<file path="config.mk">
export PLATFORM = sky130hd
export DESIGN_NAME = wcss_ram
export DESIGN_NICKNAME = d
export VERILOG_FILES = /design/src/rtl/wildcard_code_signature_scanner_macros.svh /design/src/rtl/wcss_ram.sv
export SDC_FILE = /design/constraint.sdc
export NUM_CORES = 1
export LEC_CHECK = 0
export BUFFER_PORTS_ARGS = -buffer_cell sky130_fd_sc_hd__buf_4
export CAP_MARGIN = 20
export CORE_MARGIN = 3
export CORE_UTILIZATION = 60
export DETAILED_ROUTE_END_ITERATION = 10
export PLACE_DENSITY_LB_ADDON = 0.08
export SETUP_SLACK_MARGIN = 0.3
export SLEW_MARGIN = 10
export SYNTH_ARGS = -nofsm -noshare
export SYNTH_HDL_FRONTEND = slang
export SYNTH_SLANG_ARGS = --single-unit
</file>
<file path="constraint.sdc">
create_clock -name clk -period 2 [get_ports clk]
set_input_delay 0.1 -clock clk [delete_from_list [all_inputs] [get_ports clk]]
set_output_delay 0.1 -clock clk [all_outputs]
set_load 0.1 [all_outputs]
</file>
<file path="src/rtl/wildcard_code_signature_scanner_macros.svh">
// Assertion macros for the signature scanner.
// Used by files that assert; expects clk and rst_n in scope.
`ifndef WILDCARD_CODE_SIGNATURE_SCANNER_MACROS_SVH
`define WILDCARD_CODE_SIGNATURE_SCANNER_MACROS_SVH
`ifndef SYNTHESIS
// same-cycle implication
`define WCSS_ASSERT_NOW(name, ante, cons, msg) \
  name: assert property (@(posedge clk) disable iff (!rst_n) (ante) |-> (cons)) \
    else $error(msg);
// next-cycle implication
`define WCSS_ASSERT_NEXT(name, ante, cons, msg) \
  name: assert property (@(posedge clk) disable iff (!rst_n) (ante) |=> (cons)) \
    else $error(msg);
`else
`define WCSS_ASSERT_NOW(name, ante, cons, msg)
`define WCSS_ASSERT_NEXT(name, ante, cons, msg)
`endif
`endif

</file>
<file path="src/rtl/wcss_ram.sv">
// Generic single-write, single-read RAM with registered read data.
// No dependencies.
module wcss_ram #(
  parameter int WIDTH = 8,
  parameter int DEPTH = 16
) (
  input  logic                                     clk,
  input  logic                                     we,
  input  logic [((DEPTH > 1) ? $clog2(DEPTH) : 1)-1:0] waddr,
  input  logic [WIDTH-1:0]                         wdata,
  input  logic [((DEPTH > 1) ? $clog2(DEPTH) : 1)-1:0] raddr,
  output logic [WIDTH-1:0]                         rdata
);

  logic [WIDTH-1:0] mem_r [DEPTH];

  always_ff @(posedge clk) begin
    if (we) begin
      mem_r[waddr] <= wdata;
    end
    rdata <= mem_r[raddr];
  end

endmodule

</file>
-- Word level (Yosys, flattened, before mapping)
Memory sizes are Yosys's and may differ from the RTL's. A register that Yosys moved wholly into a read port is not among the register bits.
Cells that the tools add are included.
- multiplexer cells: 2
- operators by type and width (operator ; count):
    $mux W1 ; 2
- bits in writable memories: 128
- memories kept: 1
- output and inout port bits: 8
- register bits: 0
- logic and storage cells: 3
- input port bits: 18
- memories (memory ; depth ; width ; rd ports ; clocked after memory_dff ; wr ports ; RTL line ; text):
    mem_r ; 16 ; 8 ; 1 ; 1 ; 1 ; wcss_ram.sv:15 ; logic [WIDTH-1:0] mem_r [DEPTH];

-- Longest topological paths before layout
- word-level depth: 2
- gate-level depth with buffers: 5
- depth with buffers taken out: 3

-- Worst setup path before layout
No wires, ideal clock.
- path type: input-to-reg
- start point: in waddr[2] (netlist name)
- end point: mem mem_r[0][0], enable pin
- data arrival time: 1.210 ns
- data required time: 1.617 ns
- setup time: 0.383 ns
- buffers on the path: 0
- cell stages on the path: 2
- path slack: 0.407 ns
- path through: or3b_2 -> nor3_1
- RTL lines (element ; RTL line ; text):
    start: declaration ; wcss_ram.sv:9 ; input logic [((DEPTH > 1) ? $clog2(DEPTH) : 1)-1:0] waddr,
    end: declaration ; wcss_ram.sv:15 ;
Straight into the memory's write port.

==> summary.txt <==
Outcome
  – Status: complete, no violations

Layout
  – Area delta synth->final: 20.27%
  – # diodes: 0
  – Multi-input gate area: 1057 µm²
  – Fillers: 477
  – Nets: 308
  – Layout cells sized above 1: 31.02%
  – Storage element area: 4004 µm²
  – Post-Layout Cell Count: 408

Yosys
  – Synth Instances: 229
  – Post-synth EDFFs: 128
  – Synth area leader: edfxtp_1
  – Synth top cells by count: 128 x edfxtp_1, 18 x mux4_2, 16 x a22oi_1
  – Syn Nets: 247
  – FF+latch count, synth: 136
  – Synth Area in XOR/XNOR: 0%
  – Yosys top cell area share: 74.67%
  – Top post-synthesis cells by area: edfxtp_1 75%, mux4_2 7.9%, mux4_1 7.1%, dfxtp_1 3.1%, a22oi_1 2.3%
  – Cell with the most instances after synthesis: edfxtp_1
  – Prevailing post-synth register cell: edfxtp_1
  – Synth Warn #: 0
  – Synth Area in Compound Gates: 2.333%
  – Post-synthesis mux area share: 15.02%
  – Simple-Gate Fraction of Synth Area: 3.184%
  – Register area share after synthesis: 77.78%
  – Syn_area_per_cell: 22.48 µm²
  – Largest family of logic cells by synthesized area: multiplexers
  – Cell area after synthesis: 5147 µm²
  – Library cells used by synthesis: 19
  – Synth Area in Adders: 0%
  – Ys async rst share: 0%

Routing
  – Via count: 2,531
  – DRC violations left: 0
  – DRT antenna net count: 0
  – Routed wire per std cell: 23.37 µm
  – Vias per cell: 6.203
  – WL final: 9535 µm
  – First DRT Iteration DRCs: 189
  – DR pass1 iterations: 4

Worst setup path
  – Cell chain of the critical path: mux4_1 > a22oi_1 > nand2_1
  – CP Buf/Inv Count: 0
  – Critical Path AT: 1.76 ns
  – Crit path kind: reg -> reg
  – CP startpoint kind: flip-flop
  – CP peak stage delay: 0.49 ns
  – Maximum fanout along the worst path: 1
  – Slowest CP cell: mux4_1
  – Required time of the worst setup path: 2.39 ns
  – Nature of the critical path endpoint: flip-flop
  – CP delay by family, top: multiplexers

Timing
  – Least-Margin Pin Slew: 0.7513 ns
  – Final setup fails: 0
  – Final Cycle Share: 68.50%
  – Post-layout min period: 1.370 ns
  – RSZ-0062 raised after global routing: false
  – Fmax achieved: 729.9 MHz
  – Final-report hold violation count: 0
  – Clock Skew: 0.007242 ns
  – Max_slew headroom: 49.73%
  – Max Slew Vio Count: 0
  – Setup TNS: 0 ns

CTS
  – H-tree lvl count: 4
  – CTS tree: done
  – CTS Buf Count: 17
  – CTS Hold Bufs: 8
  – Reg clk slew, reported paths: 0.06 ns
  – Post_cts resized: 0
  – CTS Buffer Depth: 2
  – CTS root buf: clkbuf_8
  – Buffer count from post-CTS setup fixing: 0
  – Clock sinks: 136
  – Clock Latency Late Sink: 0.51 ns

Floorplan
  – Core ar.: 8258 µm²
  – Die span in x: 98.63 µm
  – Die height: 98.63 µm
  – Starting Density: 62.33%
  – FP Rows: 33
  – I/O pins: 26
  – Full die area: 9727 µm²

Place
  – Post-DP HPWL: 5912 µm
  – Final GP Congestion: 0.7255
  – I/O Buffers: 25
  – Cells after DPL: 368

Global route
  – First-pass GRT wire length: 15,280 µm
  – Pin count of the biggest net entering global routing: 33
  – Initial antenna violation count: 0
  – Gr usage total: 22.01%
  – Vias in the first global route: 2,724
  – GR Overflow Total: 0

Power
  – Leakage power: 2.127 nW
  – Max IR drop VDD: 0.0006957 V
  – P per Cell Area: 1082 nW/µm²

Flow run
  – Max_cap viols: 0

Worst hold path
  – Worst hold path class: in -> reg
-- layout make-up --
type	instances	share of cell area (%)
timing repair buffer	52	6.629
multi-input combinational	83	17.08
clock inverter	15	2.809
clock buffer	17	6.690
tap	105	2.122
sequential	136	64.67
-- registers in the layout, summed over array words and instances, names as in the netlist --
name and count:
rdata 8, mem_r 128
-- kinds of logic (layout without fill, tap and decap cells) --
group | Yosys count | after routing
flops | 136 | 136
mux | 32 | 32
buf+inv | 10 | 84
compound gates | 16 | 16
simple gates | 35 | 35
-- layout by cell type, fill, tap and decap left out, types with 2 or more instances in the layout --
cell type      instances
a22oi_1               16
buf_4                 44
bufinv_16              3
clkbuf_16             16
clkinv_2               3
clkinvlp_4             4
dfxtp_1                8
dlygate4sd3_1          8
edfxtp_1             128
inv_6                  3
mux4_1                14
mux4_2                18
nand2_1                9
nand2b_1               2
nand3b_1               2
nor2_1                13
nor3_1                 4
-- power breakdown --
group / internal [mW] / leakage, nW / switching (mW)
clock: 1.90 / 0.278 / 1.14
combinational: 0.154 / 0.625 / 0.296
sequential: 3.19 / 1.22 / 0.0221
total: 5.24 / 2.13 / 1.46
-- worst min-delay path, cell delays in order --
cell	delay [ns]
buf_4	0.12
nor3_1	0.05
buf_4	0.17
-- per-stage QoR --
stage	util, %	setup slack (ns)	hold slack, ns	power [mW]	cell area, µm²
after floorplan	-	0.4071	0.1989	3.560	5147
after global placement	66.88	0.4255	0.4072	3.698	5523
after detailed placement	66.88	0.4167	0.4090	3.706	5523
after CTS	74.97	0.6084	0.08859	6.753	6191
after global routing	74.97	0.5731	0.09907	6.906	6191
final	74.97	0.6300	0.1191	6.701	6191
-- per-layer routing --
| metal | GRT usage [%] | vias to the layer above | wire length (µm) |
|---|---|---|---|
| li1 | - | 1095 | - |
| met3 | 7.006 | 20 | 662 |
| met2 | 33.96 | 102 | 4870 |
| met1 | 28.78 | 1314 | 3732 |
| met4 | 10.92 | 0 | 269 |
| met5 | 0 | - | 0 |
-- final timing paths --
kind | slack (ns) | cells after the start | endpoint | startpoint
worst min register to register | 0.67 | 3 | rdata[1] | mem_r[12][1]
worst max register to register | 0.63 | 3 | rdata[1] | mem_r[2][1]
worst min-delay path | 0.12 | 3 | mem_r[8][4] | waddr[0]
worst max-delay path | 0.63 | 3 | rdata[1] | mem_r[2][1]
(Power assumes the default switching activity.)
