## config.mk

```make
export PLATFORM = sky130hd
export DESIGN_NAME = wcss_win
export DESIGN_NICKNAME = d
export VERILOG_FILES = /design/src/rtl/wildcard_code_signature_scanner_macros.svh /design/src/rtl/wcss_pkg.sv /design/src/rtl/wcss_win.sv
export SDC_FILE = /design/constraint.sdc
export NUM_CORES = 1
export LEC_CHECK = 0
export BUFFER_PORTS_ARGS = -buffer_cell sky130_fd_sc_hd__buf_2
export CORE_ASPECT_RATIO = 0.8
export CORE_MARGIN = 5
export CORE_UTILIZATION = 53
export CTS_CLUSTER_SIZE = 24
export DETAILED_ROUTE_END_ITERATION = 16
export HOLD_SLACK_MARGIN = 0.02
export PLACE_DENSITY_LB_ADDON = 0.25
export SYNTH_ARGS = -nofsm -noshare
export SYNTH_HDL_FRONTEND = slang
export SYNTH_SLANG_ARGS = --single-unit
```

## constraint.sdc

```tcl
create_clock -name clk -period 8.6 [get_ports clk]
set_input_delay 0.86 -clock clk [delete_from_list [all_inputs] [get_ports clk]]
set_output_delay 0.86 -clock clk [all_outputs]
set_load 0.05 [all_outputs]
```

## src/rtl/wildcard_code_signature_scanner_macros.svh

```systemverilog
// Assertion macros for the signature scanner.
// Used by files that assert; expects clk and rst_n in scope.
`ifndef WILDCARD_CODE_SIGNATURE_SCANNER_MACROS_SVH
`define WILDCARD_CODE_SIGNATURE_SCANNER_MACROS_SVH
`ifndef SYNTHESIS
// same-cycle implication
`define WCSS_ASSERT_NOW(name, ante, cons, msg) \
  name: assert property (@(posedge clk) disable iff (!rst_n) (ante) |-> (cons)) \
    else $error(msg);
// next-cycle implication
`define WCSS_ASSERT_NEXT(name, ante, cons, msg) \
  name: assert property (@(posedge clk) disable iff (!rst_n) (ante) |=> (cons)) \
    else $error(msg);
`else
`define WCSS_ASSERT_NOW(name, ante, cons, msg)
`define WCSS_ASSERT_NEXT(name, ante, cons, msg)
`endif
`endif

```

## src/rtl/wcss_pkg.sv

```systemverilog
// Shared constants and types of the signature scanner.
// No dependencies.
package wcss_pkg;

  localparam int MAX_SECTIONS  = 96;
  localparam int SEC_IDX_W     = (MAX_SECTIONS > 1) ? $clog2(MAX_SECTIONS) : 1;
  localparam int SEC_CNT_W     = $clog2(MAX_SECTIONS + 1);
  localparam int PATTERN_BYTES = 37;
  localparam int WINDOW_DEPTH  = PATTERN_BYTES - 1;
  localparam int ID_BYTES      = 16;
  localparam int NUM_ADDRS     = 4;

  localparam logic CMD_SECTION = 1'b0;
  localparam logic CMD_BYTE    = 1'b1;

  // instruction sequence; wildcard bytes hold zero and are not cared for
  localparam logic [7:0] SIG_VALUE [PATTERN_BYTES] = '{
    8'h8B, 8'h0D, 8'h00, 8'h00, 8'h00, 8'h00, 8'h89, 8'h08,
    8'h8B, 8'h15, 8'h00, 8'h00, 8'h00, 8'h00, 8'h89, 8'h50, 8'h04,
    8'h8B, 8'h0D, 8'h00, 8'h00, 8'h00, 8'h00, 8'h89, 8'h48, 8'h08,
    8'h8B, 8'h15, 8'h00, 8'h00, 8'h00, 8'h00, 8'h89, 8'h50, 8'h0C,
    8'h33, 8'hC0
  };

  localparam logic SIG_CARE [PATTERN_BYTES] = '{
    1'b1, 1'b1, 1'b0, 1'b0, 1'b0, 1'b0, 1'b1, 1'b1,
    1'b1, 1'b1, 1'b0, 1'b0, 1'b0, 1'b0, 1'b1, 1'b1, 1'b1,
    1'b1, 1'b1, 1'b0, 1'b0, 1'b0, 1'b0, 1'b1, 1'b1, 1'b1,
    1'b1, 1'b1, 1'b0, 1'b0, 1'b0, 1'b0, 1'b1, 1'b1, 1'b1,
    1'b1, 1'b1
  };

  // byte offset of each little-endian address operand in the window
  localparam int ADDR_AT [NUM_ADDRS] = '{2, 10, 19, 28};

  typedef struct packed {
    logic [31:0] raw_size;
    logic [31:0] raw_offset;
    logic [31:0] virt_size;
    logic [31:0] virt_base;
  } sec_entry_t;

  localparam int SEC_ENTRY_W = $bits(sec_entry_t);

  typedef struct packed {
    logic        sub;
    logic [31:0] a;
    logic [31:0] b;
    logic [31:0] cmp;
  } alu_req_t;

  typedef struct packed {
    logic [32:0] res;   // sum, or for sub: bit 32 set when a >= b
    logic        eq;    // res[31:0] == cmp
    logic        lt;    // res < cmp
    logic        le;    // res <= cmp
  } alu_rsp_t;

endpackage

```

## src/rtl/wcss_win.sv

```systemverilog
// 37-byte window shift line, fixed-byte compare and address operand taps.
// Depends on wcss_pkg.
module wcss_win (
  input  logic                                   clk,
  input  logic                                   rst_n,
  input  logic                                   shift_en,
  input  logic                                   clear,
  input  logic [7:0]                             din,
  output logic                                   sig_ok,
  output logic [wcss_pkg::NUM_ADDRS-1:0][31:0]   words
);

  logic [7:0] win_r [wcss_pkg::PATTERN_BYTES];

  // win_r[0] is the oldest byte, win_r[PATTERN_BYTES-1] the newest
  always_ff @(posedge clk) begin
    if (!rst_n || clear) begin
      for (int k = 0; k < wcss_pkg::PATTERN_BYTES; k++) begin
        win_r[k] <= 8'h00;
      end
    end else if (shift_en) begin
      for (int k = 0; k < wcss_pkg::PATTERN_BYTES - 1; k++) begin
        win_r[k] <= win_r[k+1];
      end
      win_r[wcss_pkg::PATTERN_BYTES-1] <= din;
    end
  end

  always_comb begin
    sig_ok = 1'b1;
    for (int k = 0; k < wcss_pkg::PATTERN_BYTES; k++) begin
      if (wcss_pkg::SIG_CARE[k] && (win_r[k] != wcss_pkg::SIG_VALUE[k])) begin
        sig_ok = 1'b0;
      end
    end
  end

  always_comb begin
    for (int j = 0; j < wcss_pkg::NUM_ADDRS; j++) begin
      words[j] = {win_r[wcss_pkg::ADDR_AT[j]+3], win_r[wcss_pkg::ADDR_AT[j]+2],
                  win_r[wcss_pkg::ADDR_AT[j]+1], win_r[wcss_pkg::ADDR_AT[j]]};
    end
  end

endmodule

```

== Yosys cells after proc, flatten, opt, wreduce, memory -nomap -nowiden ==
Memories as Yosys holds them, arrays and structs flattened.
Index checks and enable logic that the tools add are counted.

* Bits in registers: 0
* RAM bits: 296
* Input bits: 12
* Word-level logic and storage cells: 124
* Memories kept: 1

{| class="wikitable"
|+ Memories
! name !! depth !! bits a word !! rd ports !! clocked after Yosys merged registers in !! wr ports !! line !! source
|-
| win_r || 37 || 8 || 37 || 0 || 37 || wcss_win.sv:13 || <nowiki>logic [7:0] win_r [wcss_pkg::PATTERN_BYTES];</nowiki>
|}

* Equal/unequal tests: 21
* Muxes and demuxes: 63
* Bitwise logic cells: 37
* Reductions and logical operators: 2

{| class="wikitable"
|+ Operator list
! kind !! number
|-
| two-way mux 8 bit || 37
|-
| != test 8 bit (second input constant) || 9
|-
| != test 8 x 4 -> 1 bit (second input constant) || 5
|-
| OR 1 bit || 37
|-
| two-way mux 1 bit || 26
|-
| != test 8 x 7 -> 1 bit (second input constant) || 3
|-
| != test 8 x 5 -> 1 bit (second input constant) || 2
|-
| != test 8 x 3 -> 1 bit (second input constant) || 1
|-
| != test 8 x 6 -> 1 bit (second input constant) || 1
|-
| zero test 1 bit || 1
|-
| logical OR 1 bit || 1
|}

== Depth between registers and ports, before layout ==
Gate-level depths: netlist (run 1).

* Depth in word-level cells: 22
* Depth in mapped cells: 5
* Gate-level depth less buffers: 4

== Worst setup path before layout (run 1) ==
No wires, ideal clock.

* Kind: input to register
* From: input port shift_en
* To: memory win_r[0][0], enable pin
* Arrival time: 8.206 ns
* Required time: 7.888 ns
* Setup slack: -0.317 ns
* Stages: 2
* Path buffers: 1
* Cells stage by stage: clkbuf_1 nand2b_1

{| class="wikitable"
|+ RTL lines
! element !! line !! source
|-
| start: declaration || wcss_win.sv:6 || <nowiki>input logic shift_en,</nowiki>
|-
| end: declaration || wcss_win.sv:13 ||
|}

==> results by group, run 1 <==
Placed design
  – Port bufs: between 100 and 150
  – RD Place Congestion: around 0.8
  – DP HPWL: around 14,000 um
  – Placed cells: approximately 1,100
  – Post-Place Setup Slack: 4.82 ns

Setup path
  – Top delay family on crit path: simple AND/OR/NAND/NOR gates
  – Worst EP required: 7.74 ns
  – Crit end category: output port
  – Worst-path cell chain: nor4bb_1, nand4_1, nor4_1, and4_1, buf_2
  – Setup Crit Path Kind: reg -> out
  – CP max stage cell: nor4bb_1
  – Max incr delay on CP: slightly above 0.5 ns
  – Crit-path max FO: 2
  – Critical Path AT: around 2.6 ns
  – Reg2reg start: win_r[8][2]$_SDFFCE_PN0P_
  – Startpoint types: register
  – Crit path from: win_r[6][31]$_SDFFCE_PN0P_
  – Reg2reg path depth: 1
  – Reg2reg setup slack: about 7.6 ns
  – Reg-to-reg endpoint: win_r[7][26]$_SDFFCE_PN0P_
  – WP buf/inv: 1

Synth
  – Post-Synthesis Cell Area: about 12,000 um^2
  – Adder-cell area share of the yosys netlist: 0
  – Cells after Synth: 814
  – Avg Inst Size Synth: 15.1 um^2
  – Xor and xnor area share after synthesis: 0
  – Synth warn: 0
  – Sequential share of the synthesized area: 0.724
  – Flops & latches, synth: ~300
  – Synthesized Nets: just over 800
  – Post-synthesis compound-gate area fraction: 0
  – Largest family of logic cells by synthesized area: simple AND/OR/NAND/NOR gates
  – EDFF count, synth: approximately 300
  – Synth unique cells: 21
  – Synth Area in Simple Gates: 0.195
  – Mux share of post-synthesis cell area: 0
  – FFs w/ async S/R, synth: 0
  – Primary FF master, synth: edfxtp_1

Clocking
  – Clock-pin slew on the worst setup and hold paths: around 0.06 ns
  – Clock latency on the worst-skew pair: around 0.53 ns
  – CTS tree: built
  – Clock tree root driver cell: clkbuf_16
  – CTS Buffer Depth: 3
  – Post-CTS Resized: 0
  – CTS HTree Levels: 1
  – Total clock sinks: 296
  – Num CTS Buffers: 28
  – Postcts setup bufs: 0
  – CTS Hold Buffers Added: 0

STA
  – Fin. Hold Viols: 0
  – TNS Setup: 0 ns
  – RSZ-0062 raised after global routing: no
  – Skew final: 0.00808 ns
  – Slew HR: 0.263
  – Fmax: ~290 MHz
  – Fin crit share: 0.402
  – Final worst setup slack: a little over 5 ns
  – Slew Limit Fails: 0
  – WHS: around 0.55 ns
  – # setup viols final: 0
  – Fin crit period: approximately 3.5 ns
  – Worst-Margin Slew: approximately 1.1 ns

Power
  – Sw Pwr: between 0.7 and 0.8 mW
  – Internal Pwr Total: about 2.3 mW
  – Power share of the combinational group: 0.065
  – Seq pwr share: 0.556
  – Peak supply drop: between 0.0001 and 0.00015 V
  – Static leakage: ~6.4 nW
  – Power share of the clock group: 0.380
  – Net switching share of the total power: 0.233
  – P per Cell Area: between 200 and 250 nW/um^2

Routing
  – Final wirelength: around 23,000 um
  – Initial DRC Count: between 700 and 800
  – DRC: 0
  – Detail Route Antenna Nets: 0
  – Router iterations before antenna repair: 5
  – Via-to-Cell Ratio: around 5.7
  – Post-DR wirelength/cell: between 20 and 25 um
  – DR vias: 6,546

GRT
  – First-pass GRT wire length: about 37,000 um
  – Largest net degree at the start of global routing: about 150
  – Initial antenna violation count: 1
  – Total GRT Usage: 0.170
  – Total gr overflow: 0
  – Vias in the first global route: approximately 6,400

Min path
  – WHS Endpoint: win_r[8][24]$_SDFFCE_PP0P_
  – Hold Path Class: reg -> reg
  – Hold Path Cell Cnt: 1
  – Hold_sp: win_r[9][0]$_SDFFCE_PP0P_

Cells and area
  – Area growth syn-to-layout: 8.27%
  – Post-layout util: 0.587
  – Share of post-route cells with drive strength above 1: 0.231
  – Post-route insts no fill: ~1,200
  – Biggest regs: win_r (296)
  – Antenna Cells: 0
  – Leading cell type in the layout, fill and taps excluded: edfxtp_1
  – Nets: 842
  – Largest register FFs: slightly below 300
  – Most frequent cells in the layout: 296 x edfxtp_1, 271 x and3_1, 139 x buf_2
  – Top reg by flops: win_r

Die
  – Die height: approximately 150 um
  – Top-Level Pins: between 100 and 150
  – Row cnt: a little under 50
  – Initial core utilization: 0.542
  – Die width: between 150 and 200 um
  – Die area: 26,300 um^2
  – Core area: roughly 23,000 um^2

Outcome
  – Status: completed

Run
  – Max Cap Viol: 0
[power groups by stage]
stage | Combinational (mW) | Clock (mW) | Sequential [mW]
finish | 0.196 | 1.15 | 1.69
global route | 0.209 | 1.24 | 1.69
CTS | 0.198 | 1.18 | 1.69
detailed placement | 0.198 | 0 | 1.72
global placement | 0.196 | 0 | 1.72
floorplan | 0.159 | 0 | 1.73
[through the flow]
step	power, mW	cell area [um^2]
finish	3.03	13300
global placement	1.91	12400
floorplan	1.89	12300
global route	3.14	13300
CTS	3.06	13300
detailed placement	1.91	12400
[cell families after synthesis]
group,count (synthesis)
AND/OR/NAND/NOR,359
flip-flops,296
buffers and inverters,159
[synth_stat cells (5+ instances only)]
master / number / area [um^2]
edfxtp_1: 296 / 8890
and3_1: 271 / 1700
buf_4: 96 / 721
clkbuf_1: 38 / 143
buf_2: 25 / 125
and2_1: 24 / 150
nand4_1: 12 / 75.1
nor4bb_1: 10 / 100
nor4_1: 8 / 50.1
nor4b_1: 8 / 70.1
nor4b_2: 8 / 120
nor2_1: 5 / 18.8
[worst max-delay path by stage]
stage / endpoint / slack (ns) / cells after the start
2_1_floorplan: win_r[0][0]$_SDFFCE_PN0P_ / 3.20 / 2
3_3_place_gp: win_r[5][10]$_SDFFCE_PN0P_ / 4.91 / 3
3_5_place_dp: win_r[6][10]$_SDFFCE_PN0P_ / 4.82 / 3
4_1_cts: sig_ok / 5.11 / 5
5_1_grt: sig_ok / 5.09 / 5
6_report: sig_ok / 5.14 / 5
[layer usage]
layer / up-vias / share of wire / global-route usage
met2: 226 / 0.44 / 0.243
met4: 0 / 0.016 / 0.0363
met1: 3272 / 0.48 / 0.273
met3: 26 / 0.070 / 0.0361
li1: 3022 / - / -
met5: - / 0 / 0
[cell type report]
class	count	area [um^2]
Clock buffer	34	744
Sequential cell	296	8890
Tap cell	306	383
Timing Repair Buffer	145	757
Multi-Input combinational cell	359	2410
Fill cell	1767	9340
Clock inverter	16	104
No activity file was read; power rests on OpenSTA's default activity.
==> run 2, diff against run 1 <==
Settings changed: ABC_AREA from default to 1.
Clock period 8.6 ns to 2.9 ns, I/O delays scaled along.
==> run 2 against run 1 <==
Synthesized cell count is 43% higher. Combinational power grew to 3.4 times the previous value. Die area is 5.0% higher. Global-route usage is 2.2 points lower. Core utilization is 0.69 points higher. Total power grew to 3.2 times the previous value. Critical path type unchanged. Largest cell class unchanged.
==> results by group, run 2 <==
STA
  – WHS: 0.0517 ns (was 0.549 ns)
  – Slew Limit Fails: 0 (unchanged)
  – Fin crit period: ~2.5 ns
  – Fmax: 406 MHz
  – Worst-Margin Slew: 0.503 ns (was 1.11 ns)
  – Slew HR: 0.665 (was 0.263)
  – RSZ-0062 raised after global routing: no (unchanged)
  – Skew final: 0.0129 ns (was 0.00808 ns)
  – Fin crit share: 0.850
  – Fin. Hold Viols: 0 (unchanged)
  – # setup viols final: 0 (unchanged)

Power
  – Internal Pwr Total: 7.48 mW (was 2.33 mW)
  – P per Cell Area: 673 nW/um^2 (was 228 nW/um^2)
  – Sw Pwr: 2.19 mW (was 0.706 mW)
  – Power share of the clock group: 0.416 (was 0.380)
  – Peak supply drop: 0.000362 V (was 0.000145 V)
  – Power share of the combinational group: 0.070 (was 0.065)
  – Seq pwr share: 0.514 (was 0.556)
  – Static leakage: 5.86 nW (was 6.42 nW)
  – Net switching share of the total power: 0.226 (was 0.233)

Setup path
  – Worst-path cell chain: inv_1, nand2_1, nor2_1, nand2_1, nor2_1, nand2_1, nor2_1, nand2_1, nor2_1, buf_2 (was nor4bb_1, nand4_1, nor4_1, and4_1, buf_2)
  – Startpoint types: register (unchanged)
  – Crit end category: output port (unchanged)
  – Worst EP required: 2.61 ns (was 7.74 ns)
  – CP max stage cell: edfxtp_1 (was nor4bb_1)
  – Setup Crit Path Kind: reg -> out (unchanged)
  – Critical Path AT: 2.17 ns (was 2.60 ns)
  – Max incr delay on CP: 0.36 ns (was 0.51 ns)
  – Crit-path max FO: 2 (unchanged)

Synth
  – Ranking of synthesized cells by area: edfxtp_1 69%, inv_1 8.7%, nor2_1 7.5%, buf_4 5.6%, nor2_2 3.4% (was edfxtp_1 72%, and3_1 14%, buf_4 5.9%, and2_1 1.2%, clkbuf_1 1.2%)
  – Avg Inst Size Synth: 11.1 um^2 (was 15.1 um^2)
  – Flops & latches, synth: 296 (unchanged)
  – Sequential share of the synthesized area: 0.688 (was 0.724)
  – Most common cell in the synthesized netlist: inv_1 (was edfxtp_1)
  – Primary FF master, synth: edfxtp_1 (unchanged)
  – FFs w/ async S/R, synth: 0 (unchanged)
  – Area leader, netlist: edfxtp_1 (unchanged)
  – Synthesized Nets: 1,179 (was 826)
  – Post-Synthesis Cell Area: 12,900 um^2 (was 12,300 um^2)
  – Synth unique cells: 15 (was 21)
  – Post-synth top area share: 0.688 (was 0.724)
  – Cells after Synth: 1,167 (was 814)
  – Commonest cells post-synth: 300 x inv_1, 296 x edfxtp_1, 260 x nor2_1, 96 x buf_4, 82 x nand2_1 (was 296 x edfxtp_1, 271 x and3_1, 96 x buf_4, 38 x clkbuf_1, 25 x buf_2)
  – Synth warn: 0 (unchanged)
  – EDFF count, synth: 296 (unchanged)

GRT
  – Total gr overflow: 0 (unchanged)
  – Largest net degree at the start of global routing: 67 (was 148)
  – Vias in the first global route: 6,784 (was 6,387)
  – Most Used Layer, Global Route: met2 (was met1)
  – Total GRT Usage: 0.149 (was 0.170)
  – Met3 Use GR: 0.0321 (was 0.0361)
  – First-pass GRT wire length: 33,300 um (was 36,500 um)
  – GR Layer Usage met2: 0.240 (was 0.243)
  – Initial antenna violation count: 0 (was 1)
  – GR Layer Usage met1: 0.209 (was 0.273)

Cells and area
  – Post-layout util: 0.594 (was 0.587)
  – Area growth syn-to-layout: 11.1% (was 8.27%)
  – Most frequent cells in the layout: 298 x inv_1, 296 x edfxtp_1, 260 x nor2_1 (was 296 x edfxtp_1, 271 x and3_1, 139 x buf_2)
  – Top reg by flops: win_r (unchanged)
  – FILL cells: 1,946 (was 1,767)
  – Leading cell type in the layout, fill and taps excluded: inv_1 (was edfxtp_1)
  – Biggest regs: win_r (296) (unchanged)
  – Reg area: 8890 um^2 (unchanged)
  – Area occupied by multi-input gates: 1960 um^2 (was 2410 um^2)
  – Largest register FFs: 296 (unchanged)
  – Antenna Cells: 0 (unchanged)
  – Nets: 1,244 (was 842)
  – Share of post-route cells with drive strength above 1: 0.228 (was 0.231)

Routing
  – Via-to-Cell Ratio: 4.46 (was 5.66)
  – Detail Route Antenna Nets: 0 (unchanged)
  – Router iterations before antenna repair: 5 (unchanged)
  – Initial DRC Count: 517 (was 755)
  – DR vias: 7,002 (was 6,546)
  – Post-DR wirelength/cell: 13.1 um (was 20.2 um)
  – DRC: 0 (unchanged)
  – Final wirelength: 20,600 um (was 23,400 um)

Die
  – Initial core utilization: 0.535 (was 0.542)
  – Core area: 24,200 um^2 (was 22,600 um^2)
  – Die width: 185 um (was 180 um)
  – Die height: 150 um (was 146 um)
  – Top-Level Pins: 141 (unchanged)
  – Row cnt: 51 (was 49)
  – Die area: 27,600 um^2 (was 26,300 um^2)

Clocking
  – CTS HTree Levels: 1 (unchanged)
  – Clock tree root driver cell: clkbuf_16 (unchanged)
  – CTS Buffer Depth: 3 (unchanged)
  – CTS tree: built (unchanged)
  – Num CTS Buffers: 30 (was 28)
  – Total clock sinks: 296 (unchanged)
  – Clock-pin slew on the worst setup and hold paths: 0.06 ns (about the same)
  – Clock latency on the worst-skew pair: 0.55 ns (was 0.53 ns)
  – Post-CTS Resized: 0 (unchanged)

Placed design
  – Port bufs: 140 (unchanged)
  – RD Place Congestion: 0.739 (was 0.802)
  – DP HPWL: 13,300 um (was 14,000 um)

Outcome
  – Status: completed (unchanged)

Min path
  – Hold Path Class: in -> reg (was reg -> reg)

Run
  – Max Cap Viol: 0 (unchanged)
## run 2: cell types whose count changed in the layout (fill, tap and decap cells not counted), sizes merged, moves of 9 or more
cell | before | now
nor4bb | 10 | 0
nand2 | 2 | 82
inv | 1 | 300
and2 | 24 | 0
nor4b | 17 | 0
nor3 | 2 | 11
nor2 | 5 | 341
and3 | 272 | 0
buf | 145 | 155
## run 2: final timing paths
check        slack [ns]                        from  cells past startpoint                         end
max                0.44  win_r[2][13]$_SDFFCE_PN0P_                     10                      sig_ok
min                0.05                      din[1]                      3   win_r[9][1]$_SDFFCE_PP0P_
max reg2reg        2.03   win_r[1][9]$_SDFFCE_PN0P_                      2   win_r[1][1]$_SDFFCE_PN0P_
min reg2reg        0.55  win_r[3][20]$_SDFFCE_PN0P_                      2  win_r[3][12]$_SDFFCE_PN0P_
## run 2: cell families (layout without fill, tap and decap cells)
| family | count (synthesis) | in the layout | share of synthesized area |
|---|---|---|---|
| buffers and inverters | 428 | 514 | 0.162 |
| AND/OR/NAND/NOR | 443 | 443 | 0.151 |
| flip-flops | 296 | 296 | 0.688 |
## run 2: layout make-up
cell class / count / area share
clock buffer: 33 / 0.0545
clock inverter: 20 / 0.0175
inverter: 300 / 0.0792
multi-input combinational: 443 / 0.137
sequential: 296 / 0.619
tap: 318 / 0.0277
timing repair buffer: 161 / 0.0660
## run 2: metrics by stage
step | instance area, um^2 | setup TNS, ns | setup WS, ns | power, mW | cells
2_1_floorplan | 12900 | -39.08 | -0.132 | 5.65 | 1167
3_3_place_gp | 13300 | 0 | 0.860 | 5.73 | 1512
3_5_place_dp | 13300 | 0 | 0.825 | 5.74 | 1512
4_1_cts | 14400 | 0 | 0.361 | 9.78 | 1571
5_1_grt | 14400 | 0 | 0.280 | 10.0 | 1571
6_report | 14400 | 0 | 0.435 | 9.67 | 1571
## run 2: per-layer routing
metal  vias up  share of wire
li1       3562              -
met1      3268           0.45
met2       137           0.47
met3        35          0.057
met4         0          0.023
met5         -              0
## run 2: worst max-delay path, delay by kind of cell (launching register included)
| kind | cells | cell delay, ns |
|---|---|---|
| and+or+nand+nor | 8 | 0.91 |
| DFF | 1 | 0.36 |
| buffers and inverters | 2 | 0.36 |
## run 2: repair_timing
action                                 in CTS  in global routing
setup buffers                               0                  0
hold buffers                                6                  0
endpoints found under the hold margin       6                  0
## run 2: power groups by stage
stage | Clock, mW | Sequential [mW] | Combinational (mW)
2_1_floorplan | 0 | 5.11 | 0.543
3_3_place_gp | 0 | 5.06 | 0.668
3_5_place_dp | 0 | 5.06 | 0.676
4_1_cts | 4.12 | 4.97 | 0.685
5_1_grt | 4.32 | 4.99 | 0.730
6_report | 4.03 | 4.97 | 0.676
