`src/rtl/wildcard_code_signature_scanner_macros.svh`:
```
// Assertion macros for the signature scanner.
// Used by files that assert; expects clk and rst_n in scope.
`ifndef WILDCARD_CODE_SIGNATURE_SCANNER_MACROS_SVH
`define WILDCARD_CODE_SIGNATURE_SCANNER_MACROS_SVH
`ifndef SYNTHESIS
// same-cycle implication
`define WCSS_ASSERT_NOW(name, ante, cons, msg) \
  name: assert property (@(posedge clk) disable iff (!rst_n) (ante) |-> (cons)) \
    else $error(msg);
// next-cycle implication
`define WCSS_ASSERT_NEXT(name, ante, cons, msg) \
  name: assert property (@(posedge clk) disable iff (!rst_n) (ante) |=> (cons)) \
    else $error(msg);
`else
`define WCSS_ASSERT_NOW(name, ante, cons, msg)
`define WCSS_ASSERT_NEXT(name, ante, cons, msg)
`endif
`endif

```
`src/rtl/wcss_pkg.sv`:
```
// Shared constants and types of the signature scanner.
// No dependencies.
package wcss_pkg;

  localparam int MAX_SECTIONS  = 96;
  localparam int SEC_IDX_W     = (MAX_SECTIONS > 1) ? $clog2(MAX_SECTIONS) : 1;
  localparam int SEC_CNT_W     = $clog2(MAX_SECTIONS + 1);
  localparam int PATTERN_BYTES = 37;
  localparam int WINDOW_DEPTH  = PATTERN_BYTES - 1;
  localparam int ID_BYTES      = 16;
  localparam int NUM_ADDRS     = 4;

  localparam logic CMD_SECTION = 1'b0;
  localparam logic CMD_BYTE    = 1'b1;

  // instruction sequence; wildcard bytes hold zero and are not cared for
  localparam logic [7:0] SIG_VALUE [PATTERN_BYTES] = '{
    8'h8B, 8'h0D, 8'h00, 8'h00, 8'h00, 8'h00, 8'h89, 8'h08,
    8'h8B, 8'h15, 8'h00, 8'h00, 8'h00, 8'h00, 8'h89, 8'h50, 8'h04,
    8'h8B, 8'h0D, 8'h00, 8'h00, 8'h00, 8'h00, 8'h89, 8'h48, 8'h08,
    8'h8B, 8'h15, 8'h00, 8'h00, 8'h00, 8'h00, 8'h89, 8'h50, 8'h0C,
    8'h33, 8'hC0
  };

  localparam logic SIG_CARE [PATTERN_BYTES] = '{
    1'b1, 1'b1, 1'b0, 1'b0, 1'b0, 1'b0, 1'b1, 1'b1,
    1'b1, 1'b1, 1'b0, 1'b0, 1'b0, 1'b0, 1'b1, 1'b1, 1'b1,
    1'b1, 1'b1, 1'b0, 1'b0, 1'b0, 1'b0, 1'b1, 1'b1, 1'b1,
    1'b1, 1'b1, 1'b0, 1'b0, 1'b0, 1'b0, 1'b1, 1'b1, 1'b1,
    1'b1, 1'b1
  };

  // byte offset of each little-endian address operand in the window
  localparam int ADDR_AT [NUM_ADDRS] = '{2, 10, 19, 28};

  typedef struct packed {
    logic [31:0] raw_size;
    logic [31:0] raw_offset;
    logic [31:0] virt_size;
    logic [31:0] virt_base;
  } sec_entry_t;

  localparam int SEC_ENTRY_W = $bits(sec_entry_t);

  typedef struct packed {
    logic        sub;
    logic [31:0] a;
    logic [31:0] b;
    logic [31:0] cmp;
  } alu_req_t;

  typedef struct packed {
    logic [32:0] res;   // sum, or for sub: bit 32 set when a >= b
    logic        eq;    // res[31:0] == cmp
    logic        lt;    // res < cmp
    logic        le;    // res <= cmp
  } alu_rsp_t;

endpackage

```
`src/rtl/wcss_alu.sv`:
```
// Shared 32-bit add/subtract unit with compare against a third operand.
// Depends on wcss_pkg.
module wcss_alu (
  input  wcss_pkg::alu_req_t req,
  output wcss_pkg::alu_rsp_t rsp
);

  logic [32:0] sum;

  assign sum = {1'b0, req.a} + {1'b0, (req.sub ? ~req.b : req.b)} + {32'd0, req.sub};

  always_comb begin
    rsp.res = sum;
    rsp.eq  = (sum[31:0] == req.cmp);
    rsp.lt  = (sum < {1'b0, req.cmp});
    rsp.le  = (sum <= {1'b0, req.cmp});
  end

endmodule

```
`config.mk`:
```
export PLATFORM = sky130hd
export DESIGN_NAME = wcss_alu
export DESIGN_NICKNAME = d
export VERILOG_FILES = /design/src/rtl/wildcard_code_signature_scanner_macros.svh /design/src/rtl/wcss_pkg.sv /design/src/rtl/wcss_alu.sv
export SDC_FILE = /design/constraint.sdc
export NUM_CORES = 1
export LEC_CHECK = 0
export BUFFER_PORTS_ARGS = -buffer_cell sky130_fd_sc_hd__buf_2
export CORE_UTILIZATION = 45
export DETAILED_ROUTE_END_ITERATION = 16
export GPL_TIMING_DRIVEN = 0
export PLACE_DENSITY = 0.82
export SLEW_MARGIN = 5
export SYNTH_ARGS = -nofsm -noshare
export SYNTH_HDL_FRONTEND = slang
export SYNTH_SLANG_ARGS = --single-unit
```
`constraint.sdc`:
```
create_clock -name vclk -period 5.25
set_clock_uncertainty 0.05 [all_clocks]
set_input_delay 0.7875 -clock vclk [all_inputs]
set_output_delay 0.7875 -clock vclk [all_outputs]
set_load 0.005 [all_outputs]
```
# == After elaboration in Yosys (flattened, before gate mapping) ==
# Index checks and enable logic that the tools add are counted.
# totals
reg_bits,0
out_inout_bits,36
wordCells,7
# op_classes
addsub,2
order_cmp,2
eq_ne,1
mux,1
n_bitwise,1
# ops
operator,n
32-bit by 32-bit adder with 33-bit output,1
33-bit by 1-bit adder with 33-bit output,1
33-bit by 32-bit less-or-equal comparator with 1-bit output,1
33-bit by 32-bit < comparator with 1-bit output,1
32-bit == test,1
32-bit 2-to-1 mux,1
32-bit NOT,1

# == Depth between registers and ports, before layout ==
# Gate-level depths: netlist of run 1.
# depth
word_depth,5
depth_mapped,20
ltp_nobuf,17

# == Least setup slack after synthesis of run 1 ==
# OpenSTA, ideal clock, no wires.
# synth_timing
path_type,input -> output
start,in req[96] in the netlist's numbering
end,out rsp[0] in the netlist's numbering
arrival_time_ps,4686
t_required_ps,4413
setup_slack_ps,-274
cell_stages,19
cell_sequence,clkbuf_2 -> buf_1 -> xor2_1 -> fa_1 -> a21o_1 -> a221oi_1 -> o211ai_1 -> nand4_1 -> a311oi_1 -> a221oi_1 -> xnor2_1 -> ha_1 -> a21o_1 -> a21o_1 -> a21oi_1 -> o21ai_0 -> a21oi_1 -> nand2_1 -> a211oi_1
# synth_lines
item,line_no,rtl
"start, declared",wcss_alu.sv:4,"input wcss_pkg::alu_req_t req,"
"end, declared",wcss_alu.sv:5,output wcss_pkg::alu_rsp_t rsp

==> load_flow_metrics.sql, run 1 <==
INSERT INTO impl_metrics (metric_group, metric, value, unit) VALUES
('critical_path', 'cp_slowest_stage_delay', '350', 'ps'),
('detailed_routing', 'antenna_violating_nets_post_route', '0', ''),
('clocking', 'post_cts_hold_buffer_count', '0', ''),
('sta', 'final_hold_viol_count', '0', ''),
('power', 'switching_part_of_the_total_power', '52.9', '%'),
('detailed_routing', 'routedWlPerCell', '15.8', 'um'),
('synthesis', 'synthDistinctLibCells', '52', ''),
('detailed_routing', 'drtPass1Iterations', '5', ''),
('critical_path', 'start_kind', 'input pin', ''),
('detailed_routing', 'post_drt_via_cell_ratio', '5.77', ''),
('place', 'gp_routability_congestion', '0.908', ''),
('grt', 'grt_pass1_vias', '3286', ''),
('critical_path', 'required_time_of_the_critical_path', '4410', 'ps'),
('floorplan', 'core-area', '6030', 'um^2'),
('grt', 'grt_first_pass_wirelength', '14200', 'um'),
('floorplan', 'die_w', '81.9', 'um'),
('sta', 'clock.fmax', '0.181', 'GHz'),
('final_layout', 'fin_nets', '724', ''),
('critical_path', 'worst-setup-path-type', 'in -> out', ''),
('detailed_routing', 'drt_drc_violations_left', '0', ''),
('power', 'vdd_ir_drop_max', '0.123', 'mV'),
('synthesis', 'synthCells', '397', ''),
('place', 'dpl_hpwl', '7140', 'um'),
('sta', 'max_slew_margin', '58.0', '%'),
('synthesis', 'postSynthAreaPerCell', '7.24', 'um^2'),
('power', 'total_switching_power', '478', 'uW'),
('sta', 'setup_ws', '-286', 'ps'),
('grt', 'global_route.overflow_total', '0', ''),
('final_layout', 'clock_buffers', '0', ''),
('critical_path', 'crit_fanout', '6', ''),
('critical_path', 'critical_path.cell_chain', 'clkbuf_16 -> buf_12 -> xor2_2 -> fa_2 -> a21o_1 -> a221oi_4 -> o211ai_1 -> nand4_1 -> a311oi_2 -> a221oi_2 -> xnor2_1 -> ha_1 -> a21o_1 -> a21o_1 -> a21oi_2 -> o21ai_2 -> a21oi_2 -> nand2_2 -> a211oi_2 -> buf_2', ''),
('sta', 'setup_tns', '-476', 'ps'),
('power', 'leakage', '2.35', 'nW'),
('sta', 'period_needed', '5540', 'ps'),
('critical_path', 'cp_num_buf_inv', '3', ''),
('synthesis', 'post_synth_instance_area', '2880', 'um^2'),
('final_layout', 'drive_above_1_share', '41.7', '%'),
('grt', 'grt_start_max_net_pins', '11', ''),
('power', 'pwr_density_cell', '210', 'nW/um^2'),
('floorplan', 'floorplan.initialDensity', '47.7', '%'),
('power', 'p_seq_share', '0', '%'),
('synthesis', 'adder_and_majority_gate_portion_of_the_synthesized_area', '28.1', '%'),
('synthesis', 'synth-compound-area-share', '29.9', '%'),
('final_layout', 'filler_cell_count', '463', ''),
('status', 'status', 'finished, violations left', ''),
('sta', 'report.final.slew_viol_count', '0', ''),
('sta', 'tightestPinTransition', '623', 'ps'),
('synthesis', 'synth_fp_nets', '558', ''),
('floorplan', 'die_h', '81.9', 'um'),
('floorplan', 'fp-row-count', '28', ''),
('sta', 'finalSetupViolations', '3', ''),
('final_layout', 'insertedDiodeCount', '0', ''),
('grt', 'initial_antenna_violation_count', '0', ''),
('power', 'share_comb_of_total_power', '100.0', '%'),
('synthesis', 'synth_mux_area_share', '0.392', '%'),
('final_layout', 'area_occupied_by_multi_input_gates', '3010', 'um^2'),
('place', 'place_inst', '604', ''),
('critical_path', 'cpMostUsedCell', 'sky130_fd_sc_hd__a21o_1', ''),
('status', 'failed_checks', 'negative setup slack', ''),
('sta', 'min_period_over_period', '105', '%'),
('final_layout', 'seq_cell_count', '0', ''),
('synthesis', 'synthesis.yosys.warnings', '0', ''),
('grt', 'grt.total_usage', '26.4', '%'),
('final_layout', 'register_area', '0', 'um^2'),
('power', 'clock_power_share', '0', '%'),
('synthesis', 'xor_xnor_share_of_the_synthesized_area', '18.0', '%'),
('critical_path', 'cp_top_family', 'compound AO/OA/AOI/OAI gates', ''),
('final_layout', 'area.growth.synth_to_final', '50.0', '%'),
('synthesis', 'combinational_family_with_the_most_area_after_synthesis', 'compound AO/OA/AOI/OAI gates', ''),
('detailed_routing', 'drt_iter0_drc', '233', ''),
('flow_run', 'max-cap-violations', '0', '');
## logic make-up (layout without fill, tap and decap cells)
logic type,count (synthesis),after routing
AOI/OAI and AO/OA,128,128
xor gates and xnor gates,59,59
adders and majority gates,64,64
buffers and inverters,55,219
muxes,1,1
and+or+nand+nor,90,90
## synth_stat cells, drive strengths merged (4+ instances only)
library cell | number | area (um^2)
a21oi | 37 | 185
xor2 | 45 | 394
nand4 | 12 | 75.1
o211ai | 6 | 45.0
o21ai | 18 | 90.1
nand2 | 16 | 60.1
inv | 45 | 169
a31oi | 5 | 31.3
a211oi | 4 | 30.0
a21o | 28 | 210
nand3 | 10 | 50.1
xnor2 | 14 | 123
clkbuf | 5 | 21.3
buf | 5 | 21.3
nor2 | 18 | 67.6
nor3 | 6 | 30.0
ha | 63 | 788
nor2b | 5 | 31.3
and3 | 5 | 31.3
o21bai | 4 | 30.0
## stage by stage
| step | total power [mW] | area [um^2] | worst slack [ps] |
|---|---|---|---|
| after floorplan | 0.481 | 2890 | 71.7 |
| after global placement | 0.686 | 3640 | -755 |
| after detailed placement | 0.710 | 3640 | -790 |
| after CTS | 0.810 | 4060 | -139 |
| after global routing | 0.988 | 4310 | -427 |
| final | 0.905 | 4310 | -286 |
## timing repair
item                                    CTS  global route
endpoints found under the setup margin    3             3
pin swaps                                48            27
buffers inserted                         22            12
resized for setup                        59            42
## routing by layer
layer	track usage, %	wire length, um	up-vias
met4	6.49	208	0
met3	2.00	670	30
met5	0	0	-
li1	-	-	1771
met1	31.1	4050	1674
met2	50.6	5090	195
## cells in the final DEF, fill, tap and decap left out, drive strengths merged, types with 3 or more instances in the layout
cell type | Yosys | routed
a21oi | 37 | 37
or2 | 3 | 3
xor2 | 45 | 45
ha | 63 | 63
nand2 | 16 | 16
a21o | 28 | 28
nor2 | 18 | 18
o211ai | 6 | 6
and2 | 3 | 3
a211oi | 4 | 4
nand3 | 10 | 10
o31ai | 3 | 3
a31oi | 5 | 5
o21bai | 4 | 4
and3 | 5 | 5
xnor2 | 14 | 14
o21ai | 18 | 18
nor2b | 5 | 5
o21a | 3 | 3
nor4 | 3 | 3
nor3 | 6 | 6
inv | 45 | 45
nand4 | 12 | 12
a221oi | 3 | 3
buf | 5 | 172
## power by group through the flow
stage	clock, mW	combinational [mW]	sequential (mW)
2_1_floorplan	0	0.481	0
4_1_cts	0	0.810	0
3_5_place_dp	0	0.710	0
6_report	0	0.905	0
3_3_place_gp	0	0.686	0
5_1_grt	0	0.988	0
## area by class of cell
class | instances | area share [%]
Multi-Input combinational cell | 342 | 69.8
Timing Repair Buffer | 166 | 21.6
Inverter | 45 | 3.92
Buffer | 8 | 2.55
Tap cell | 75 | 2.18
## final timing paths
| check | from | to | slack (ps) | cells past startpoint |
|---|---|---|---|---|
| worst min-delay path | req[64] | rsp[3] | 1830 | 3 |
| worst max-delay path | req[96] | rsp[0] | -290 | 20 |
Note: power is estimated with default switching activity, not from simulation.
==> run 2: changes to the inputs <==
CORE_UTILIZATION = 40   (was 45)
PLACE_DENSITY = 0.74   (was 0.82)
==> run 2 against run 1 <==
Largest cell class unchanged. Global-route usage down 2.5 points. Routed wire length is 9.0% lower. Highest routed layer unchanged. The flow still finishes with violations (negative setup slack). Power down 7.4%. Critical endpoint unchanged. Core utilization down 11 points. Sequential share of layout area unchanged.
==> load_flow_metrics.sql, run 2 (synthesis results as in run 1) <==
INSERT INTO impl_metrics (metric_group, metric, value, unit) VALUES
('critical_path', 'start_kind', 'input pin', ''),
('power', 'fin_total_pwr', '838', 'uW'),
('floorplan', 'core-area', '6870', 'um^2'),
('power', 'vdd_ir_drop_max', '0.107', 'mV'),
('final_layout', 'filler_cell_count', '655', ''),
('floorplan', 'die_area', '7530', 'um^2'),
('critical_path', 'cp_top_family', 'compound AO/OA/AOI/OAI gates', ''),
('critical_path', 'worst-endpoint-arrival', '4630', 'ps'),
('critical_path', 'critical_path.cell_chain', 'clkbuf_16 -> buf_6 -> xor2_1 -> ha_1 -> a21oi_1 -> o21ba_2 -> o211ai_1 -> a21oi_1 -> and3b_1 -> a211oi_1 -> xor2_1 -> ha_1 -> a21o_1 -> a21o_1 -> a21oi_1 -> o21ai_0 -> a21oi_2 -> nand2_1 -> a211oi_2 -> buf_2', ''),
('critical_path', 'crit_fanout', '10', ''),
('floorplan', 'die_w', '86.8', 'um'),
('critical_path', 'cpMostUsedCell', 'sky130_fd_sc_hd__a21oi_1', ''),
('detailed_routing', 'routedWlPerCell', '14.0', 'um'),
('critical_path', 'cp-end-kind', 'output pin', ''),
('final_layout', 'register_area', '0', 'um^2'),
('critical_path', 'number_of_stages_on_the_worst_setup_path', '20', ''),
('grt', 'global_route.overflow_total', '0', ''),
('sta', 'finalSetupViolations', '3', ''),
('final_layout', 'layout.cells.most_common_list', 'sky130_fd_sc_hd__buf_2 (132), sky130_fd_sc_hd__ha_1 (60), sky130_fd_sc_hd__inv_1 (45), sky130_fd_sc_hd__xor2_1 (43), sky130_fd_sc_hd__a21oi_1 (30)', ''),
('sta', 'period_needed', '5460', 'ps'),
('sta', 'report.final.slew_viol_count', '0', ''),
('sta', 'rsz0062_at_grt', 'yes', ''),
('grt', 'grt_pass1_vias', '3307', ''),
('final_layout', 'area.growth.synth_to_final', '45.1', '%'),
('power', 'pwr_density_cell', '201', 'nW/um^2'),
('sta', 'tightestPinTransition', '456', 'ps'),
('critical_path', 'cpMaxStageDelayCell', 'sky130_fd_sc_hd__ha_1', ''),
('worst_hold_path', 'hold_path.class', 'in -> out', ''),
('floorplan', 'die_h', '86.8', 'um'),
('floorplan', 'fp-row-count', '30', ''),
('detailed_routing', 'post_drt_via_cell_ratio', '5.40', ''),
('place', 'gp_routability_congestion', '0.874', ''),
('sta', 'max_slew_margin', '69.3', '%'),
('detailed_routing', 'drt-total-wl', '9120', 'um'),
('grt', 'grt_first_pass_wirelength', '14700', 'um'),
('critical_path', 'worst-setup-path-type', 'in -> out', ''),
('place', 'portBuffers', '132', ''),
('critical_path', 'required_time_of_the_critical_path', '4410', 'ps'),
('critical_path', 'crit_path_end', 'rsp[0]', ''),
('critical_path', 'timing.critical_path.from', 'req[96]', ''),
('sta', 'min_period_over_period', '104', '%'),
('place', 'dpl_hpwl', '7350', 'um'),
('power', 'leakage', '2.31', 'nW'),
('floorplan', 'design.portCount', '133', ''),
('place', 'place_area', '3670', 'um^2'),
('grt', 'initial_antenna_violation_count', '0', ''),
('status', 'status', 'finished, violations left', ''),
('final_layout', 'clock_buffers', '0', ''),
('final_layout', 'postLayoutCellArea', '4170', 'um^2'),
('final_layout', 'insertedDiodeCount', '0', ''),
('status', 'failed_checks', 'negative setup slack', ''),
('detailed_routing', 'drt_iter0_drc', '132', ''),
('critical_path', 'cp_num_buf_inv', '3', ''),
('floorplan', 'floorplan.initialDensity', '41.9', '%'),
('final_layout', 'drive_above_1_share', '37.2', '%'),
('sta', 'clock.fmax', '0.183', 'GHz'),
('detailed_routing', 'drt_drc_violations_left', '0', ''),
('sta', 'final_hold_viol_count', '0', ''),
('grt', 'grt_start_max_net_pins', '11', ''),
('detailed_routing', 'vias', '3512', ''),
('final_layout', 'fin_nets', '717', ''),
('critical_path', 'cp_slowest_stage_delay', '440', 'ps'),
('sta', 'setup_ws', '-213', 'ps'),
('grt', 'grt.total_usage', '23.9', '%'),
('final_layout', 'area_occupied_by_multi_input_gates', '2890', 'um^2'),
('flow_run', 'max-cap-violations', '0', ''),
('detailed_routing', 'drtPass1Iterations', '4', ''),
('detailed_routing', 'antenna_violating_nets_post_route', '0', ''),
('final_layout', 'seq_cell_count', '0', ''),
('final_layout', 'final_common_cell', 'sky130_fd_sc_hd__buf_2', '');
## run 2: cell type report
type	count	area share [%]
plain buffers	8	2.46
inverters	45	4.05
multi-input cells	342	69.2
well taps	96	2.88
repair buffers	159	21.4
## run 2: what timing repair did
| item | in CTS | in global routing |
|---|---|---|
| pin swaps | 36 | 18 |
| setup buffers | 21 | 5 |
| hold buffers | 0 | 0 |
| resized for setup | 56 | 10 |
| setup endpoints to repair | 3 | 3 |
| gates cloned | 1 | 0 |
## run 2: worst min-delay path by stage
stage            start      to  slack (ps)  depth (start not counted)
6_report       req[64]  rsp[3]        1810                          3
5_1_grt        req[64]  rsp[3]        1860                          3
4_1_cts        req[64]  rsp[3]        1810                          3
3_5_place_dp   req[64]  rsp[3]        1810                          3
3_3_place_gp   req[64]  rsp[3]        1800                          3
2_1_floorplan  req[64]  rsp[3]        1590                          1
## run 2: layer usage
| layer | GRT usage [%] | wire length [um] | up-vias |
|---|---|---|---|
| met3 | 1.05 | 388 | 18 |
| met4 | 4.39 | 166 | 0 |
| met2 | 44.2 | 4500 | 120 |
| met1 | 30.6 | 4070 | 1608 |
| li1 | - | - | 1766 |
| met5 | 0 | 0 | - |
## run 2: per-stage QoR
| stage | utilization (%) | setup TNS [ps] | worst slack (ps) | hold WS, ps | std cells |
|---|---|---|---|---|---|
| floorplan | - | 0 | 71.7 | 1590 | 397 |
| global placement | 53.4 | -2140 | -786 | 1800 | 625 |
| detailed placement | 53.4 | -2260 | -857 | 1810 | 625 |
| CTS | 59.5 | -360 | -178 | 1810 | 645 |
| global route | 60.7 | -1050 | -456 | 1860 | 650 |
| finish | 60.7 | -405 | -213 | 1810 | 650 |
## run 2: report_power, final
part	switching, mW	internal [mW]	total [mW]	leakage (nW)
sequential	0	0	0	0
clock	0	0	0	0
combinational	0.440	0.398	0.838	2.31
==> run 3: changes to the inputs <==
ABC_AREA = 1   (was unset)
PLACE_DENSITY = 0.72   (was 0.74)
==> run 3 against run 2 <==
Worst setup slack improved by 460 ps. Hold slack improved by 53 ps. Critical path depth rose by 1. Power fell by 5.8%. Core utilization fell by 8.1 points. Synthesized area rose by 16%. Cell count rose by 27%. Via count rose by 15%. Cell area fell by 0.39%. The flow now finishes without violations. First-iteration DRC count rose by 24%. Sequential cell count did not move.
==> load_flow_metrics.sql, run 3 <==
INSERT INTO impl_metrics (metric_group, metric, value, unit) VALUES
('final_layout', 'seq_cell_count', '0', ''),
('synthesis', 'synthDistinctLibCells', '30', ''),
('grt', 'grt_first_pass_wirelength', '17000', 'um'),
('final_layout', 'final_util', '52.7', '%'),
('final_layout', 'layout.cells.most_common_list', 'sky130_fd_sc_hd__nand2_1 (167), sky130_fd_sc_hd__buf_2 (133), sky130_fd_sc_hd__inv_1 (102), sky130_fd_sc_hd__ha_1 (63), sky130_fd_sc_hd__nor2_1 (58)', ''),
('floorplan', 'die_h', '93.4', 'um'),
('detailed_routing', 'post_drt_via_cell_ratio', '4.89', ''),
('sta', 'setup_ws', '248', 'ps'),
('final_layout', 'clock_buffers', '0', ''),
('place', 'portBuffers', '132', ''),
('detailed_routing', 'drt-total-wl', '10400', 'um'),
('sta', 'rsz0062_at_grt', 'no', ''),
('synthesis', 'yosysSeqAreaShare', '0', '%'),
('power', 'p_int', '310', 'uW'),
('critical_path', 'start_kind', 'input pin', ''),
('power', 'share_comb_of_total_power', '100.0', '%'),
('power', 'switching_part_of_the_total_power', '60.7', '%'),
('power', 'total_switching_power', '479', 'uW'),
('synthesis', 'ys_top_cells_by_area', 'sky130_fd_sc_hd__ha_1 (24%), sky130_fd_sc_hd__nand2_1 (19%), sky130_fd_sc_hd__xor2_1 (13%), sky130_fd_sc_hd__inv_1 (11%), sky130_fd_sc_hd__nor2_1 (6.5%)', ''),
('sta', 'max_slew_margin', '73.4', '%'),
('power', 'pwr_density_cell', '190', 'nW/um^2'),
('synthesis', 'netlist.top_cell.by_area', 'sky130_fd_sc_hd__ha_1', ''),
('grt', 'grt_pass1_vias', '3765', ''),
('place', 'gp_routability_congestion', '0.940', ''),
('floorplan', 'floorplan.initialDensity', '42.4', '%'),
('floorplan', 'die_w', '93.4', 'um'),
('grt', 'grt.total_usage', '24.0', '%'),
('grt', 'grt_start_max_net_pins', '11', ''),
('place', 'preCtsSetupSlack', '-28.9', 'ps'),
('sta', 'min_period_over_period', '95.3', '%'),
('synthesis', 'synth_fp_nets', '750', ''),
('sta', 'clock.fmax', '0.200', 'GHz'),
('floorplan', 'fp-row-count', '32', ''),
('grt', 'initial_antenna_violation_count', '0', ''),
('critical_path', 'required_time_of_the_critical_path', '4410', 'ps'),
('final_layout', 'drive_above_1_share', '21.6', '%'),
('place', 'dpl_hpwl', '9490', 'um'),
('detailed_routing', 'drt_drc_violations_left', '0', ''),
('floorplan', 'design.portCount', '133', ''),
('final_layout', 'fin_nets', '884', ''),
('sta', 'period_needed', '5000', 'ps'),
('synthesis', 'synth_largest_type_area_fraction', '23.6', '%'),
('synthesis', 'yosysMostFrequentCell', 'sky130_fd_sc_hd__nand2_1', ''),
('floorplan', 'core-area', '7890', 'um^2'),
('critical_path', 'worst-setup-path-type', 'in -> out', ''),
('detailed_routing', 'drtPass1Iterations', '4', ''),
('detailed_routing', 'antenna_violating_nets_post_route', '0', ''),
('power', 'p_seq_share', '0', '%'),
('final_layout', 'final_common_cell', 'sky130_fd_sc_hd__nand2_1', ''),
('worst_hold_path', 'hold_path.class', 'in -> out', ''),
('power', 'leakage', '2.53', 'nW'),
('power', 'clock_power_share', '0', '%'),
('synthesis', 'synthesis.yosys.warnings', '0', ''),
('final_layout', 'register_area', '0', 'um^2'),
('clocking', 'cts_post_setup_buffers_inserted', '0', ''),
('sta', 'finalSetupViolations', '0', ''),
('final_layout', 'area.growth.synth_to_final', '24.3', '%'),
('floorplan', 'die_area', '8730', 'um^2'),
('detailed_routing', 'routedWlPerCell', '12.6', 'um'),
('critical_path', 'cp-end-kind', 'output pin', ''),
('sta', 'final_hold_viol_count', '0', ''),
('detailed_routing', 'vias', '4028', ''),
('detailed_routing', 'drt_iter0_drc', '164', ''),
('flow_run', 'max-cap-violations', '0', ''),
('critical_path', 'worst-endpoint-arrival', '4160', 'ps'),
('sta', 'report.final.slew_viol_count', '0', ''),
('synthesis', 'post_synth_instance_area', '3340', 'um^2'),
('clocking', 'post_cts_hold_buffer_count', '0', ''),
('sta', 'tightestPinTransition', '398', 'ps'),
('synthesis', 'synthCells', '589', ''),
('critical_path', 'crit_fanout', '10', ''),
('synthesis', 'synth.top_cells.by_count', 'sky130_fd_sc_hd__nand2_1 (167), sky130_fd_sc_hd__inv_1 (102), sky130_fd_sc_hd__ha_1 (63), sky130_fd_sc_hd__nor2_1 (58), sky130_fd_sc_hd__xor2_1 (48)', ''),
('final_layout', 'insertedDiodeCount', '0', ''),
('status', 'status', 'finished, final reports clean', ''),
('synthesis', 'postSynthAreaPerCell', '5.68', 'um^2'),
('power', 'vdd_ir_drop_max', '0.0672', 'mV'),
('grt', 'global_route.overflow_total', '0', '');
## run 3: cell count changes after synthesis, sizes merged, moves of 5 or more
cell / previous run / this run
inv: 45 / 102
o211ai: 6 / 0
a21oi: 37 / 43
nor2b: 5 / 0
nor2: 18 / 62
nand2: 16 / 173
o21bai: 4 / 9
clkbuf: 5 / 0
xnor2: 14 / 3
a21o: 28 / 6
nand3: 10 / 28
## run 3: power by group through the flow
stage / logic [mW] / registers [mW] / clock network, mW
finish: 0.789 / 0 / 0
floorplan: 0.513 / 0 / 0
global route: 0.893 / 0 / 0
detailed placement: 0.778 / 0 / 0
global placement: 0.762 / 0 / 0
CTS: 0.782 / 0 / 0
## run 3: cell type report
class              count  area (um^2)
plain buffers          4         31.3
well taps            102          128
multi-input cells    483         2950
fillers              844         3730
inverters            102          383
repair buffers       132          661
## run 3: logic make-up after synthesis
group                      synth area share (%)
buffers and inverters                      12.0
and+or+nand+nor                            36.3
AOI/OAI and AO/OA                          14.1
xor gates and xnor gates                   13.4
adders and majority gates                  24.2
## run 3: routing by layer
metal,global-route usage [%],vias up,wire [um]
met1,34.6,1773,5360
met2,41.4,100,4660
met3,0.407,4,326
met4,1.67,0,51
li1,-,2151,-
met5,0,-,0
## run 3: path summary, 6_finish.rpt
check / from / end / slack, ps / cells past startpoint
setup / recovery: req[96] / rsp[0] / 250 / 21
hold / removal: req[64] / rsp[3] / 1870 / 4
## run 3: critical path, cell delays in order
cell and delay, ps:
sky130_fd_sc_hd__buf_2 150, sky130_fd_sc_hd__buf_6 170, sky130_fd_sc_hd__xor2_1 200, sky130_fd_sc_hd__fa_1 450
sky130_fd_sc_hd__nand2_1 80, sky130_fd_sc_hd__nand2_1 80, sky130_fd_sc_hd__and2_1 190, sky130_fd_sc_hd__a21oi_4 190
sky130_fd_sc_hd__o21bai_1 120, sky130_fd_sc_hd__nand2_1 140, sky130_fd_sc_hd__nand3_1 80, sky130_fd_sc_hd__nand2_1 70
sky130_fd_sc_hd__nand2_1 100, sky130_fd_sc_hd__ha_1 320, sky130_fd_sc_hd__nand2_1 100, sky130_fd_sc_hd__nor4_1 310
sky130_fd_sc_hd__nand3_1 130, sky130_fd_sc_hd__nor3_2 190, sky130_fd_sc_hd__nand3_1 120, sky130_fd_sc_hd__nand2_1 80
sky130_fd_sc_hd__buf_2 100
## run 3: repair_timing
item                       in CTS  in global routing
cloned                          0                  0
setup endpoints to repair       1                  1
gates resized for setup         1                  5
## run 3: metrics by stage
step | hold slack [ps] | instances | instance area (um^2) | TNS, ps | total power [mW]
6_report | 1870 | 823 | 4160 | 0 | 0.789
5_1_grt | 1910 | 823 | 4160 | 0 | 0.893
4_1_cts | 1860 | 823 | 4140 | 0 | 0.782
3_5_place_dp | 1860 | 823 | 4130 | -28.9 | 0.778
3_3_place_gp | 1870 | 823 | 4130 | 0 | 0.762
2_1_floorplan | 1640 | 589 | 3340 | 0 | 0.513
